--- src/rtl/core/dht_pkg.sv ---
`timescale 1ns / 1ps
// ----------------------------------------------------------------------------
// dht_pkg
// Shared types and constants of the double-hashing table: payload words,
// microcode control word fields and the flag group seen by the sequencer.
// ----------------------------------------------------------------------------
package dht_pkg;

    localparam int TABLE_SIZE   = 11;
    localparam int SECOND_PRIME = 7;

    localparam int KEY_W  = 31;
    localparam int OP_W   = 2;
    localparam int STAT_W = 2;
    localparam int SLOT_W = 4;   // holds 0 .. TABLE_SIZE-1
    localparam int STEP_W = 3;   // holds 1 .. SECOND_PRIME
    localparam int PC_W   = 5;
    localparam int ACT_W  = 4;
    localparam int COND_W = 4;

    // Since 2**10 leaves 1 mod 11 and 2**6 leaves 1 mod 7, the sum of the key's
    // 10-bit chunks has the key's residue mod 11, and the sum of its 6-bit
    // chunks has its residue mod 7. A reciprocal multiply then gives the
    // quotient of each folded sum exactly over its whole range.
    localparam int FOLD_T_W   = 12;    // three 10-bit chunks and the top bit
    localparam int FOLD_P_W   = 9;     // five 6-bit chunks and the top bit
    localparam int QUO_T_W    = 9;     // folded sum / 11 is at most 279
    localparam int QUO_P_W    = 6;     // folded sum / 7 is at most 45
    localparam int RECIP_T_W  = 13;
    localparam int RECIP_T    = 5958;  // ceil(2**16 / 11)
    localparam int RECIP_T_SH = 16;
    localparam int RECIP_P_W  = 10;
    localparam int RECIP_P    = 586;   // ceil(2**12 / 7)
    localparam int RECIP_P_SH = 12;

    // Operation codes.
    localparam logic [OP_W-1:0] OP_INSERT = 2'd0;
    localparam logic [OP_W-1:0] OP_SEARCH = 2'd1;
    localparam logic [OP_W-1:0] OP_PAIR   = 2'd2;
    localparam logic [OP_W-1:0] OP_BAD    = 2'd3;

    // Result status codes.
    localparam logic [STAT_W-1:0] ST_OK        = 2'd0;
    localparam logic [STAT_W-1:0] ST_NOT_FOUND = 2'd1;
    localparam logic [STAT_W-1:0] ST_FULL      = 2'd2;
    localparam logic [STAT_W-1:0] ST_ZERO      = 2'd3;

    // Datapath actions of one microcode step.
    localparam logic [ACT_W-1:0] A_NONE       = 4'd0;
    localparam logic [ACT_W-1:0] A_MOD_START  = 4'd1;
    localparam logic [ACT_W-1:0] A_MOD_STEP   = 4'd2;
    localparam logic [ACT_W-1:0] A_PROBE_INIT = 4'd3;
    localparam logic [ACT_W-1:0] A_ADVANCE    = 4'd4;
    localparam logic [ACT_W-1:0] A_LOAD_DIFF  = 4'd5;
    localparam logic [ACT_W-1:0] A_SCAN_CLR   = 4'd6;
    localparam logic [ACT_W-1:0] A_SCAN_INC   = 4'd7;
    localparam logic [ACT_W-1:0] A_EMIT_MISS  = 4'd8;
    localparam logic [ACT_W-1:0] A_EMIT_HIT   = 4'd9;
    localparam logic [ACT_W-1:0] A_EMIT_PAIR  = 4'd10;
    localparam logic [ACT_W-1:0] A_EMIT_NF    = 4'd11;
    localparam logic [ACT_W-1:0] A_EMIT_ZERO  = 4'd12;

    // Jump conditions of one microcode step.
    localparam logic [COND_W-1:0] C_NEVER      = 4'd0;
    localparam logic [COND_W-1:0] C_ALWAYS     = 4'd1;
    localparam logic [COND_W-1:0] C_OP_PAIR    = 4'd2;
    localparam logic [COND_W-1:0] C_OP_BAD     = 4'd3;
    localparam logic [COND_W-1:0] C_KEY_ZERO   = 4'd4;
    localparam logic [COND_W-1:0] C_MOD_MORE   = 4'd5;
    localparam logic [COND_W-1:0] C_HIT        = 4'd6;
    localparam logic [COND_W-1:0] C_PROBE_MORE = 4'd7;
    localparam logic [COND_W-1:0] C_SKIP       = 4'd8;
    localparam logic [COND_W-1:0] C_SAME_SLOT  = 4'd9;
    localparam logic [COND_W-1:0] C_SCAN_MORE  = 4'd10;

    typedef struct packed {
        logic [OP_W-1:0]  operation;
        logic [KEY_W-1:0] key;
    } t_cmd;

    typedef struct packed {
        logic [STAT_W-1:0] status;
        logic [SLOT_W-1:0] slot_first;
        logic [SLOT_W-1:0] slot_second;
    } t_result;

    // Control handed from the sequencer to the datapath.
    typedef struct packed {
        logic [ACT_W-1:0] action;
        logic             rd_scan;   // table read address: scan index, else probe slot
    } t_ctrl;

    // Status flags handed from the datapath to the sequencer.
    typedef struct packed {
        logic op_pair;
        logic op_bad;
        logic key_zero;
        logic mod_more;
        logic hit;
        logic probe_more;
        logic skip;
        logic same_slot;
        logic scan_more;
    } t_flags;

endpackage

--- src/rtl/core/dht_seq.sv ---
`timescale 1ns / 1ps
// ----------------------------------------------------------------------------
// dht_seq
// Microcode sequencer: a step counter walks a read-only program, each word
// giving a datapath action, a read select and a conditional jump.
// ----------------------------------------------------------------------------
module dht_seq
    import dht_pkg::*;
(
    input  logic   i_clk,
    input  logic   i_rst_n,
    input  logic   i_accept,
    input  t_flags i_flags,
    output t_ctrl  o_ctrl,
    output logic   o_idle
);

    localparam logic [PC_W-1:0] S_IDLE       = 5'd0;
    localparam logic [PC_W-1:0] S_DISP_PAIR  = 5'd1;
    localparam logic [PC_W-1:0] S_DISP_BAD   = 5'd2;
    localparam logic [PC_W-1:0] S_DISP_ZERO  = 5'd3;
    localparam logic [PC_W-1:0] S_MOD_INIT   = 5'd4;
    localparam logic [PC_W-1:0] S_MOD_STEP   = 5'd5;
    localparam logic [PC_W-1:0] S_PROBE_INIT = 5'd6;
    localparam logic [PC_W-1:0] S_PROBE_TEST = 5'd7;
    localparam logic [PC_W-1:0] S_PROBE_NEXT = 5'd8;
    localparam logic [PC_W-1:0] S_MISS       = 5'd9;
    localparam logic [PC_W-1:0] S_EMIT_MISS  = 5'd10;
    localparam logic [PC_W-1:0] S_HIT        = 5'd11;
    localparam logic [PC_W-1:0] S_EMIT_HIT   = 5'd12;
    localparam logic [PC_W-1:0] S_PAIR_INIT  = 5'd13;
    localparam logic [PC_W-1:0] S_PAIR_TEST  = 5'd14;
    localparam logic [PC_W-1:0] S_PAIR_DIFF  = 5'd15;
    localparam logic [PC_W-1:0] S_PAIR_HIT   = 5'd16;
    localparam logic [PC_W-1:0] S_EMIT_PAIR  = 5'd17;
    localparam logic [PC_W-1:0] S_PAIR_NEXT  = 5'd18;
    localparam logic [PC_W-1:0] S_EMIT_NF    = 5'd19;
    localparam logic [PC_W-1:0] S_EMIT_ZERO  = 5'd20;

    logic [PC_W-1:0]   r_pc;
    logic [PC_W-1:0]   n_pc;
    logic [ACT_W-1:0]  uw_action;
    logic              uw_rd_scan;
    logic [COND_W-1:0] uw_cond;
    logic [PC_W-1:0]   uw_target;
    logic              take;

    // Program store.
    always_comb begin
        uw_action  = A_NONE;
        uw_rd_scan = 1'b0;
        uw_cond    = C_NEVER;
        uw_target  = S_IDLE;
        unique case (r_pc)
            S_IDLE: begin
            end
            S_DISP_PAIR: begin
                uw_cond   = C_OP_PAIR;
                uw_target = S_PAIR_INIT;
            end
            S_DISP_BAD: begin
                uw_cond   = C_OP_BAD;
                uw_target = S_EMIT_NF;
            end
            S_DISP_ZERO: begin
                uw_cond   = C_KEY_ZERO;
                uw_target = S_EMIT_ZERO;
            end
            S_MOD_INIT: begin
                uw_action = A_MOD_START;
            end
            S_MOD_STEP: begin
                uw_action = A_MOD_STEP;
                uw_cond   = C_MOD_MORE;
                uw_target = S_MOD_STEP;
            end
            S_PROBE_INIT: begin
                uw_action = A_PROBE_INIT;
            end
            S_PROBE_TEST: begin
                uw_cond   = C_HIT;
                uw_target = S_HIT;
            end
            S_PROBE_NEXT: begin
                uw_action = A_ADVANCE;
                uw_cond   = C_PROBE_MORE;
                uw_target = S_PROBE_TEST;
            end
            S_MISS: begin
                uw_cond   = C_OP_PAIR;
                uw_target = S_PAIR_NEXT;
            end
            S_EMIT_MISS: begin
                uw_action = A_EMIT_MISS;
                uw_cond   = C_ALWAYS;
                uw_target = S_IDLE;
            end
            S_HIT: begin
                uw_cond   = C_OP_PAIR;
                uw_target = S_PAIR_HIT;
            end
            S_EMIT_HIT: begin
                uw_action = A_EMIT_HIT;
                uw_cond   = C_ALWAYS;
                uw_target = S_IDLE;
            end
            S_PAIR_INIT: begin
                uw_action = A_SCAN_CLR;
            end
            S_PAIR_TEST: begin
                uw_rd_scan = 1'b1;
                uw_cond    = C_SKIP;
                uw_target  = S_PAIR_NEXT;
            end
            S_PAIR_DIFF: begin
                uw_rd_scan = 1'b1;
                uw_action  = A_LOAD_DIFF;
                uw_cond    = C_ALWAYS;
                uw_target  = S_MOD_INIT;
            end
            S_PAIR_HIT: begin
                uw_cond   = C_SAME_SLOT;
                uw_target = S_PAIR_NEXT;
            end
            S_EMIT_PAIR: begin
                uw_action = A_EMIT_PAIR;
                uw_cond   = C_ALWAYS;
                uw_target = S_IDLE;
            end
            S_PAIR_NEXT: begin
                uw_action = A_SCAN_INC;
                uw_cond   = C_SCAN_MORE;
                uw_target = S_PAIR_TEST;
            end
            S_EMIT_NF: begin
                uw_action = A_EMIT_NF;
                uw_cond   = C_ALWAYS;
                uw_target = S_IDLE;
            end
            S_EMIT_ZERO: begin
                uw_action = A_EMIT_ZERO;
                uw_cond   = C_ALWAYS;
                uw_target = S_IDLE;
            end
            default: begin
                uw_cond   = C_ALWAYS;
                uw_target = S_IDLE;
            end
        endcase
    end

    always_comb begin
        unique case (uw_cond)
            C_NEVER:      take = 1'b0;
            C_ALWAYS:     take = 1'b1;
            C_OP_PAIR:    take = i_flags.op_pair;
            C_OP_BAD:     take = i_flags.op_bad;
            C_KEY_ZERO:   take = i_flags.key_zero;
            C_MOD_MORE:   take = i_flags.mod_more;
            C_HIT:        take = i_flags.hit;
            C_PROBE_MORE: take = i_flags.probe_more;
            C_SKIP:       take = i_flags.skip;
            C_SAME_SLOT:  take = i_flags.same_slot;
            C_SCAN_MORE:  take = i_flags.scan_more;
            default:      take = 1'b0;
        endcase
    end

    always_comb begin
        if (r_pc == S_IDLE) begin
            n_pc = i_accept ? S_DISP_PAIR : S_IDLE;
        end else if (take) begin
            n_pc = uw_target;
        end else begin
            n_pc = r_pc + 1'b1;
        end
    end

    always_ff @(posedge i_clk) begin
        if (!i_rst_n) begin
            r_pc <= S_IDLE;
        end else begin
            r_pc <= n_pc;
        end
    end

    assign o_ctrl.action  = uw_action;
    assign o_ctrl.rd_scan = uw_rd_scan;
    assign o_idle         = (r_pc == S_IDLE);

endmodule

--- src/rtl/core/double_hash_table.sv ---
`timescale 1ns / 1ps
// ----------------------------------------------------------------------------
// double_hash_table
// Open-addressed hash table with double hashing over eleven 31-bit slots.
// Insert, search and pair-sum queries run as a microcoded program.
//
//   channel  | ports                    | handshake
//   ---------+--------------------------+--------------------------------
//   command  | i_cmd (operation, key)   | taken when start && !busy
//   result   | o_result (status, slots) | one cycle, marked by o_valid
//
// The dispatch steps turn back the unused operation code and a zero key.
// Insert and search probe until a probe decides or all eleven probes miss.
// A pair query scans the slots, passing some over, and looks up the
// difference for each candidate. The remainders are taken by a chunk fold,
// then a reciprocal multiply; the slot table gives one read per cycle. The
// result word shows in the cycle after the final step and busy falls with
// it. Reset empties the table at once. The receiver cannot stall.
// ----------------------------------------------------------------------------
module double_hash_table
    import dht_pkg::*;
(
    input  logic    i_clk,
    input  logic    i_rst_n,
    input  logic    start,
    output logic    busy,
    input  t_cmd    i_cmd,
    output logic    o_valid,
    output t_result o_result
);

    logic [KEY_W-1:0]    r_table [TABLE_SIZE];
    logic [OP_W-1:0]     r_op;
    logic [KEY_W-1:0]    r_key;
    logic [KEY_W-1:0]    r_arg;
    logic                r_mod_cnt;
    logic [FOLD_T_W-1:0] r_fold_t;
    logic [FOLD_P_W-1:0] r_fold_p;
    logic [QUO_T_W-1:0]  r_quo_t;
    logic [QUO_P_W-1:0]  r_quo_p;
    logic [SLOT_W-1:0]   r_mod_t;
    logic [STEP_W-1:0]   r_mod_p;
    logic [SLOT_W-1:0]   r_pos;
    logic [STEP_W-1:0]   r_step;
    logic [SLOT_W-1:0]   r_cnt;
    logic [SLOT_W-1:0]   r_scan;
    logic                r_valid;
    t_result             r_result;

    t_ctrl                         ctrl;
    t_flags                        flags;
    logic                          idle;
    logic                          accept;
    logic [SLOT_W-1:0]             rd_addr;
    logic [KEY_W-1:0]              rd_data;
    logic [KEY_W-1:0]              match_val;
    logic [FOLD_T_W-1:0]           fold_t;
    logic [FOLD_P_W-1:0]           fold_p;
    logic [FOLD_T_W+RECIP_T_W-1:0] prod_t;
    logic [FOLD_P_W+RECIP_P_W-1:0] prod_p;
    logic [FOLD_T_W-1:0]           rem_t;
    logic [FOLD_P_W-1:0]           rem_p;
    logic [SLOT_W:0]               pos_sum;
    logic [SLOT_W-1:0]             n_pos;

    assign accept = start && idle;
    assign busy   = !idle;

    dht_seq u_seq (
        .i_clk    (i_clk),
        .i_rst_n  (i_rst_n),
        .i_accept (accept),
        .i_flags  (flags),
        .o_ctrl   (ctrl),
        .o_idle   (idle)
    );

    // One table read port, shared by probing and the pair scan.
    assign rd_addr = ctrl.rd_scan ? r_scan : r_pos;
    assign rd_data = r_table[rd_addr];

    // An insert looks for an empty slot; a lookup looks for its argument.
    assign match_val = (r_op == OP_INSERT) ? '0 : r_arg;

    // Remainders by both primes. The first step folds the key into a short sum;
    // the next two take the quotient by reciprocal multiply and subtract it out.
    always_comb begin
        fold_t = FOLD_T_W'(r_arg[9:0]) + FOLD_T_W'(r_arg[19:10])
               + FOLD_T_W'(r_arg[29:20]) + FOLD_T_W'(r_arg[30]);
        fold_p = FOLD_P_W'(r_arg[5:0]) + FOLD_P_W'(r_arg[11:6])
               + FOLD_P_W'(r_arg[17:12]) + FOLD_P_W'(r_arg[23:18])
               + FOLD_P_W'(r_arg[29:24]) + FOLD_P_W'(r_arg[30]);
        prod_t = (FOLD_T_W+RECIP_T_W)'(r_fold_t) * (FOLD_T_W+RECIP_T_W)'(RECIP_T);
        prod_p = (FOLD_P_W+RECIP_P_W)'(r_fold_p) * (FOLD_P_W+RECIP_P_W)'(RECIP_P);
        rem_t  = r_fold_t - FOLD_T_W'(r_quo_t) * FOLD_T_W'(TABLE_SIZE);
        rem_p  = r_fold_p - FOLD_P_W'(r_quo_p) * FOLD_P_W'(SECOND_PRIME);
    end

    always_comb begin
        pos_sum = {1'b0, r_pos} + {2'b00, r_step};
        n_pos   = (pos_sum >= (SLOT_W+1)'(TABLE_SIZE))
                ? SLOT_W'(pos_sum - (SLOT_W+1)'(TABLE_SIZE)) : SLOT_W'(pos_sum);
    end

    always_comb begin
        flags.op_pair    = (r_op == OP_PAIR);
        flags.op_bad     = (r_op == OP_BAD);
        flags.key_zero   = (r_key == '0);
        flags.mod_more   = r_mod_cnt;
        flags.hit        = (rd_data == match_val);
        flags.probe_more = (r_cnt != SLOT_W'(TABLE_SIZE - 1));
        flags.skip       = (rd_data == '0) || (rd_data >= r_key);
        flags.same_slot  = (r_pos == r_scan);
        flags.scan_more  = (r_scan != SLOT_W'(TABLE_SIZE - 1));
    end

    always_ff @(posedge i_clk) begin
        if (accept) begin
            r_op  <= i_cmd.operation;
            r_key <= i_cmd.key;
            r_arg <= i_cmd.key;
        end
        unique case (ctrl.action)
            A_MOD_START: begin
                r_fold_t  <= fold_t;
                r_fold_p  <= fold_p;
                r_mod_cnt <= 1'b1;
            end
            A_MOD_STEP: begin
                // The remainder is right on the second pass, once the
                // quotient has been registered.
                r_quo_t   <= prod_t[RECIP_T_SH +: QUO_T_W];
                r_quo_p   <= prod_p[RECIP_P_SH +: QUO_P_W];
                r_mod_t   <= rem_t[SLOT_W-1:0];
                r_mod_p   <= rem_p[STEP_W-1:0];
                r_mod_cnt <= 1'b0;
            end
            A_PROBE_INIT: begin
                r_pos  <= r_mod_t;
                r_step <= STEP_W'(SECOND_PRIME) - r_mod_p;
                r_cnt  <= '0;
            end
            A_ADVANCE: begin
                r_pos <= n_pos;
                r_cnt <= r_cnt + 1'b1;
            end
            A_LOAD_DIFF: begin
                r_arg <= r_key - rd_data;
            end
            A_SCAN_CLR: begin
                r_scan <= '0;
            end
            A_SCAN_INC: begin
                r_scan <= r_scan + 1'b1;
            end
            default: begin
            end
        endcase
    end

    // Slot table and result register.
    always_ff @(posedge i_clk) begin
        if (!i_rst_n) begin
            for (int i = 0; i < TABLE_SIZE; i++) begin
                r_table[i] <= '0;
            end
            r_valid <= 1'b0;
        end else begin
            r_valid <= 1'b0;
            unique case (ctrl.action)
                A_EMIT_MISS: begin
                    r_valid  <= 1'b1;
                    r_result <= '{status: (r_op == OP_INSERT) ? ST_FULL : ST_NOT_FOUND,
                                  slot_first: '0, slot_second: '0};
                end
                A_EMIT_HIT: begin
                    if (r_op == OP_INSERT) begin
                        r_table[r_pos] <= r_key;
                    end
                    r_valid  <= 1'b1;
                    r_result <= '{status: ST_OK, slot_first: r_pos, slot_second: '0};
                end
                A_EMIT_PAIR: begin
                    r_valid  <= 1'b1;
                    r_result <= '{status: ST_OK, slot_first: r_scan, slot_second: r_pos};
                end
                A_EMIT_NF: begin
                    r_valid  <= 1'b1;
                    r_result <= '{status: ST_NOT_FOUND, slot_first: '0, slot_second: '0};
                end
                A_EMIT_ZERO: begin
                    r_valid  <= 1'b1;
                    r_result <= '{status: ST_ZERO, slot_first: '0, slot_second: '0};
                end
                default: begin
                end
            endcase
        end
    end

    assign o_valid  = r_valid;
    assign o_result = r_result;

endmodule
--- config.mk ---
export PLATFORM = sky130hd
export DESIGN_NAME = double_hash_table
export DESIGN_NICKNAME = d
export VERILOG_FILES = /design/src/rtl/core/dht_pkg.sv /design/src/rtl/core/dht_seq.sv /design/src/rtl/core/double_hash_table.sv
export SDC_FILE = /design/constraint.sdc
export NUM_CORES = 1
export LEC_CHECK = 0
export BUFFER_PORTS_ARGS = -buffer_cell sky130_fd_sc_hd__buf_2
export CAP_MARGIN = 20
export CORE_ASPECT_RATIO = 0.5
export CORE_MARGIN = 2
export CORE_UTILIZATION = 64
export CTS_CLUSTER_DIAMETER = 50
export DETAILED_ROUTE_END_ITERATION = 12
export PLACE_DENSITY = 0.8
export SLEW_MARGIN = 20
export SYNTH_ARGS = -nofsm -noshare
export SYNTH_HDL_FRONTEND = slang
export SYNTH_HIERARCHICAL = 1
export SYNTH_SLANG_ARGS = --single-unit
--- constraint.sdc ---
create_clock -name i_clk -period 8.9 [get_ports i_clk]
set_input_delay 0.89 -clock i_clk [delete_from_list [all_inputs] [get_ports i_clk]]
set_output_delay 0.89 -clock i_clk [all_outputs]
set_load 0.01 [all_outputs]
# Word-level counts from Yosys, hierarchy flattened
# Memory sizes are Yosys's and may differ from the RTL's.
# Cells that the tools add are included.
# op_classes
add_sub_neg	17
n_mul	4
magnitude_cmp	2
n_eq_ne	48
n_mux	28
reduce_logical	19
# ops
cell	n
2-to-1 mux 31 bit	4
logical NOT 31 bit	2
one-hot mux 10 bit (5 select lines)	1
one-hot mux 5 bit (10 select lines)	1
one-hot mux 4 bit (12 select lines)	1
equality test 5 x 4 -> 1 bit (second input constant)	8
one-hot mux 4 bit (10 select lines)	1
equality test 4 x 3 -> 1 bit (second input constant)	8
equality test 4 bit (second input constant)	8
equality test 31 bit	1
greater-or-equal comparator 31 bit	1
OR reduction 31 bit	1
subtractor 31 bit	1
equality test 5 bit (second input constant)	5
multiplier 12 x 12 -> 24 bit (second input constant)	1
one-hot mux 4 bit (2 select lines)	3
equality test 5 x 3 -> 1 bit (second input constant)	4
multiplier 9 x 9 -> 17 bit (second input constant)	1
equality test 4 x 2 -> 1 bit (second input constant)	4
adder 11 x 10 -> 12 bit	1
adder 12 x 1 -> 12 bit	1
2-to-1 mux 4 bit	3
adder 10 x 10 -> 11 bit	1
equality test 5 x 2 -> 1 bit (second input constant)	2
37 further kinds	54
# totals
register_bits	139
ram_bits	341
inputBits	36
output_inout_bits	12
wordCells	138
n_memories	1
# memory_table
name	depth	width	rd	rd_ports_with_merged_regs	wr	line_no	text
r_table	11	31	1	0	11	double_hash_table.sv:32	logic [KEY_W-1:0] r_table [TABLE_SIZE];

# Depth between registers and ports, before layout
# An unclocked memory read counts as a cell.
# depth
depth_word	10
depth_mapped	36

# Cells and area by module
# Netlist, hierarchy kept.
# by_module_without_submodules
mod	n_inst	cells_per_inst	area_each_um2	seq_area_each_um2
double_hash_table	1	2782	32626.3	18357.6
dht_seq	1	125	959.7	100.1

# Least setup slack after synthesis
# Ideal clock, no wire load.
# synth_timing
path_type	reg-to-reg
start	register u_seq.r_pc[2]
end	register u_seq.r_pc[1]
t_arrival_ns	6.547
t_required_ns	8.814
slack_ns	2.268
path_stages_with_launch	33
n_path_buf	8
synth_period_minus_slack_ns	6.632
path_cell_list	dfxtp_1 > buf_6 > clkbuf_1 > clkbuf_1 > and3_1 > ha_1 > nand2b_1 > buf_4 > buf_6 > mux2i_1 > clkbuf_1 > clkbuf_1 > clkbuf_1 > nand3_1 > a32oi_1 > nand3_1 > inv_1 > ha_1 > nor2b_1 > o211ai_1 > a21oi_1 > o21ai_1 > a21oi_1 > o211a_1 > a2111oi_0 > nor2_1 > a41o_1 > o311ai_1 > a22oi_1 > mux2i_1 > a311o_2 > a21oi_1 > a211oi_1
# synth_lines
item	line_no	text
start, declared	dht_seq.sv:40	logic [PC_W-1:0] r_pc;
start signal, assigned	dht_seq.sv:183	r_pc <= n_pc;

==> metrics.csv <==
stage;metric;value;unit
cts;Max H-tree Level;2;
grt;GRT Total Usage;34.5;%
route;1st-pass router iterations;6;
synth;top cells by count, synth;590 x edfxtp_1, 390 x nor2_1, 360 x nand2_1;
timing;Clock Skew;0.0439;ns
power_and_ir_drop;VDD IR-drop max;826;uV
worst_setup_path;Worst Setup Start Kind;flip-flop;
synth;flops & latches, synth;627;
synth;Synth async-reset ratio;0;%
floorplanning;core area;51900;um^2
flow_run;max-cap violation count;0;
synth;leading area contributor after synthesis;edfxtp_1;
hold_path;worst hold path type;input pin to flip-flop;
cells_and_area;fill count;3494;
cells_and_area;Final #Nets;3183;
grt;Overflow after GRT;0;
cts;Reg clk slew, reported paths;0.07;ns
route;Remaining DRCs;0;
timing;post-route setup TNS;0;ns
cts;Post-CTS Hold Buffers;0;
floorplanning;Die W;328;um
floorplanning;Top Ports;48;
synth;largest family of logic cells by synthesized area;simple AND/OR/NAND/NOR gates;
floorplanning;Rows;59;
route;vias per inst;6.55;
cts;Max clock buf depth;3;
worst_setup_path;CP Capture Type;flip-flop;
route;DR iter-0 viols;3334;
synth;YS warnings;6;
timing;period utilization;91.9;%
placement;I/O Buffers;47;
power_and_ir_drop;Leak Pwr;13.8;nW
grt;largest net degree at the start of global routing;62;
cts;total CTS buffers;54;
synth;post-synthesis mux area share;6.42;%
status;status;completed;
timing;relative slew slack;18.3;%
timing;fmax;0.122;GHz
synth;Avg Inst Size Synth;11.6;um^2
floorplanning;die area;54400;um^2
synth;Synth Area in Adders;10.7;%
cts;clk root buf;clkbuf_16;
synth;Post-Syn Instances;2907;
synth;Mapped Area;33600;um^2
synth;post-synthesis sequential area ratio;55.0;%
grt;vias in the first global route;23500;
route;Post-DRT Antenna Nets;0;
synth;simple-gate area share of the yosys netlist;12.9;%
timing;Worst-Margin Slew;1.20;ns
grt;first-pass GRT wire length;140000;um
placement;dpl hpwl;60000;um
floorplanning;height of the die;166;um
cells_and_area;area of the multi-input gates;13600;um^2
synth;Post-Synth XOR/XNOR Area;2.66;%
timing;Final Hold Viols;0;
timing;Final setup violation count;0;
worst_setup_path;worst-path fanout max;22;
synth;count leader, synth;edfxtp_1;
worst_setup_path;WP data required;9.42;ns
worst_setup_path;WP data arrival;8.69;ns
cells_and_area;Layout area overhead;8.10;%
cts;quantity of gates resized following cts;0;
timing;max-slew violations;0;
route;DRT Wirelength;93600;um
grt;initial antenna violation count;4;
route;WL/cell;25.6;um
synth;EDFF count, synth;590;
timing;unrepaired setup endpoints after global routing;false;
floorplanning;Initial Util;64.7;%
cts;clk sinks;627;
cells_and_area;layout cells sized above 1;9.87;%
synth;dominant synthesized flop cell;edfxtp_1;
placement;dpl ws;1.11;ns
timing;final period demand of the worst path;8.18;ns
power_and_ir_drop;pwr/cell area;336;nW/um^2
route;via count;23900;
cells_and_area;register area;18500;um^2
placement;Final Wtd Congestion;0.984;
cts;Setup Buffers After CTS;0;
synth;ranking of synthesized cells by area;edfxtp_1 53%, ha_1 6.3%, fa_1 4.4%, nor2_1 4.4%, mux4_2 4.1%;
synth;synth unique cells;86;
synth;Synth Net Count;3185;
cells_and_area;Util after Layout;70.0;%
timing;Final Worst Setup Slack;0.725;ns
synth;complex-gate fraction of the synthesized area;7.46;%
worst_setup_path;Crit Path Class;flip-flop to flip-flop;
cts;clock latency on the worst-skew pair;0.64;ns
placement;placed cell count;3549;
cts;CTS tree;done;
synth;post-synth top area share;52.8;%
cells_and_area;Non-Filler Instances;3653;
[flip-flops by register name (all words and copies together) (netlist names), 2 cells and up]
signal	flops
r_fold_t	12
r_fold_p	9
r_quo_p	3
r_cnt	4
r_arg	31
r_quo_t	4
r_pos	4
r_table	496
r_key	31
r_scan	4
r_step	3
r_op	2
o_result	10
u_seq/r_pc	5
r_mod_p	3
r_mod_t	4
[cells in the final DEF, fill, tap and decap left out, types with 65 or more instances in the layout]
cell and count:
inv_1 241, xnor2_1 65, edfxtp_1 590, nor2_1 384
nand3_1 125, ha_1 168, nand2_1 359, o21ai_0 76
a21oi_1 114, fa_1 74
[worst paths after layout]
path / startpoint / endpoint / slack [ns] / cells after the start
worst max-delay path: u_seq/r_pc[0] / u_seq/r_pc[1] / 0.72 / 25
worst min-delay path: i_cmd[31] / r_op[0] / 0.46 / 1
worst max register to register: u_seq/r_pc[0] / u_seq/r_pc[1] / 0.72 / 25
worst min register to register: r_table[10][25] / r_table[10][25] / 0.49 / 2
[critical path: stages (launching register included)]
cell       delay, ns
dfxtp_1         0.40
ha_1            0.43
and3_1          0.22
ha_1            0.17
nand2b_1        0.54
mux2i_4         0.92
nor2_1          0.52
a221oi_1        0.48
nand3_1         0.15
a21oi_1         0.22
a21o_1          0.27
inv_1           0.13
ha_1            0.40
a21o_1          0.22
a211oi_1        0.28
a21oi_1         0.15
o211a_1         0.30
a2111oi_0       0.62
nor2_1          0.17
a41o_1          0.31
o311ai_1        0.30
a22oi_1         0.13
mux2i_1         0.23
a311o_2         0.21
a21oi_1         0.08
a211oi_1        0.20
[where the power goes]
part / internal (mW) / switching, mW
registers: 3.66 / 0.303
clock network: 1.29 / 1.11
logic: 2.50 / 3.34
[per-stage QoR]
stage,power (mW),hold slack (ns),cell area (um^2)
2_1_floorplan,8.28,0.450,33600
3_3_place_gp,9.55,0.466,34500
3_5_place_dp,9.80,0.476,34500
4_1_cts,12.2,0.449,36300
5_1_grt,13.1,0.454,36300
6_report,12.2,0.460,36300
[area by class of cell]
class | count | area share, %
inverters | 242 | 2.50
flip-flops and latches | 627 | 50.8
multi-input cells | 1874 | 37.4
well taps | 701 | 2.42
diodes | 3 | 0.0207
clock buffers | 78 | 4.11
repair buffers | 106 | 1.94
clock inverters | 22 | 0.755
[kinds of logic (layout without fill, tap and decap cells)]
family                   count (synthesis)  in the layout
AND/OR/NAND/NOR                       1010           1010
flip-flops                             627            627
buffers and inverters                  406            448
AO/OA/AOI/OAI                          384            384
adder cells (fa/ha/maj)                242            242
multiplexers                           136            136
XOR/XNOR                               102            102
other                                    0              3
[metal layers]
layer | vias up | global-route usage (%) | wire, um
met3 | 342 | 10.6 | 13800
met2 | 1769 | 52.9 | 41800
li1 | 10300 | - | -
met5 | - | 0 | 0
met1 | 11500 | 46.5 | 33800
met4 | 0 | 13.7 | 4190
No activity file was read; power rests on OpenSTA's default activity.
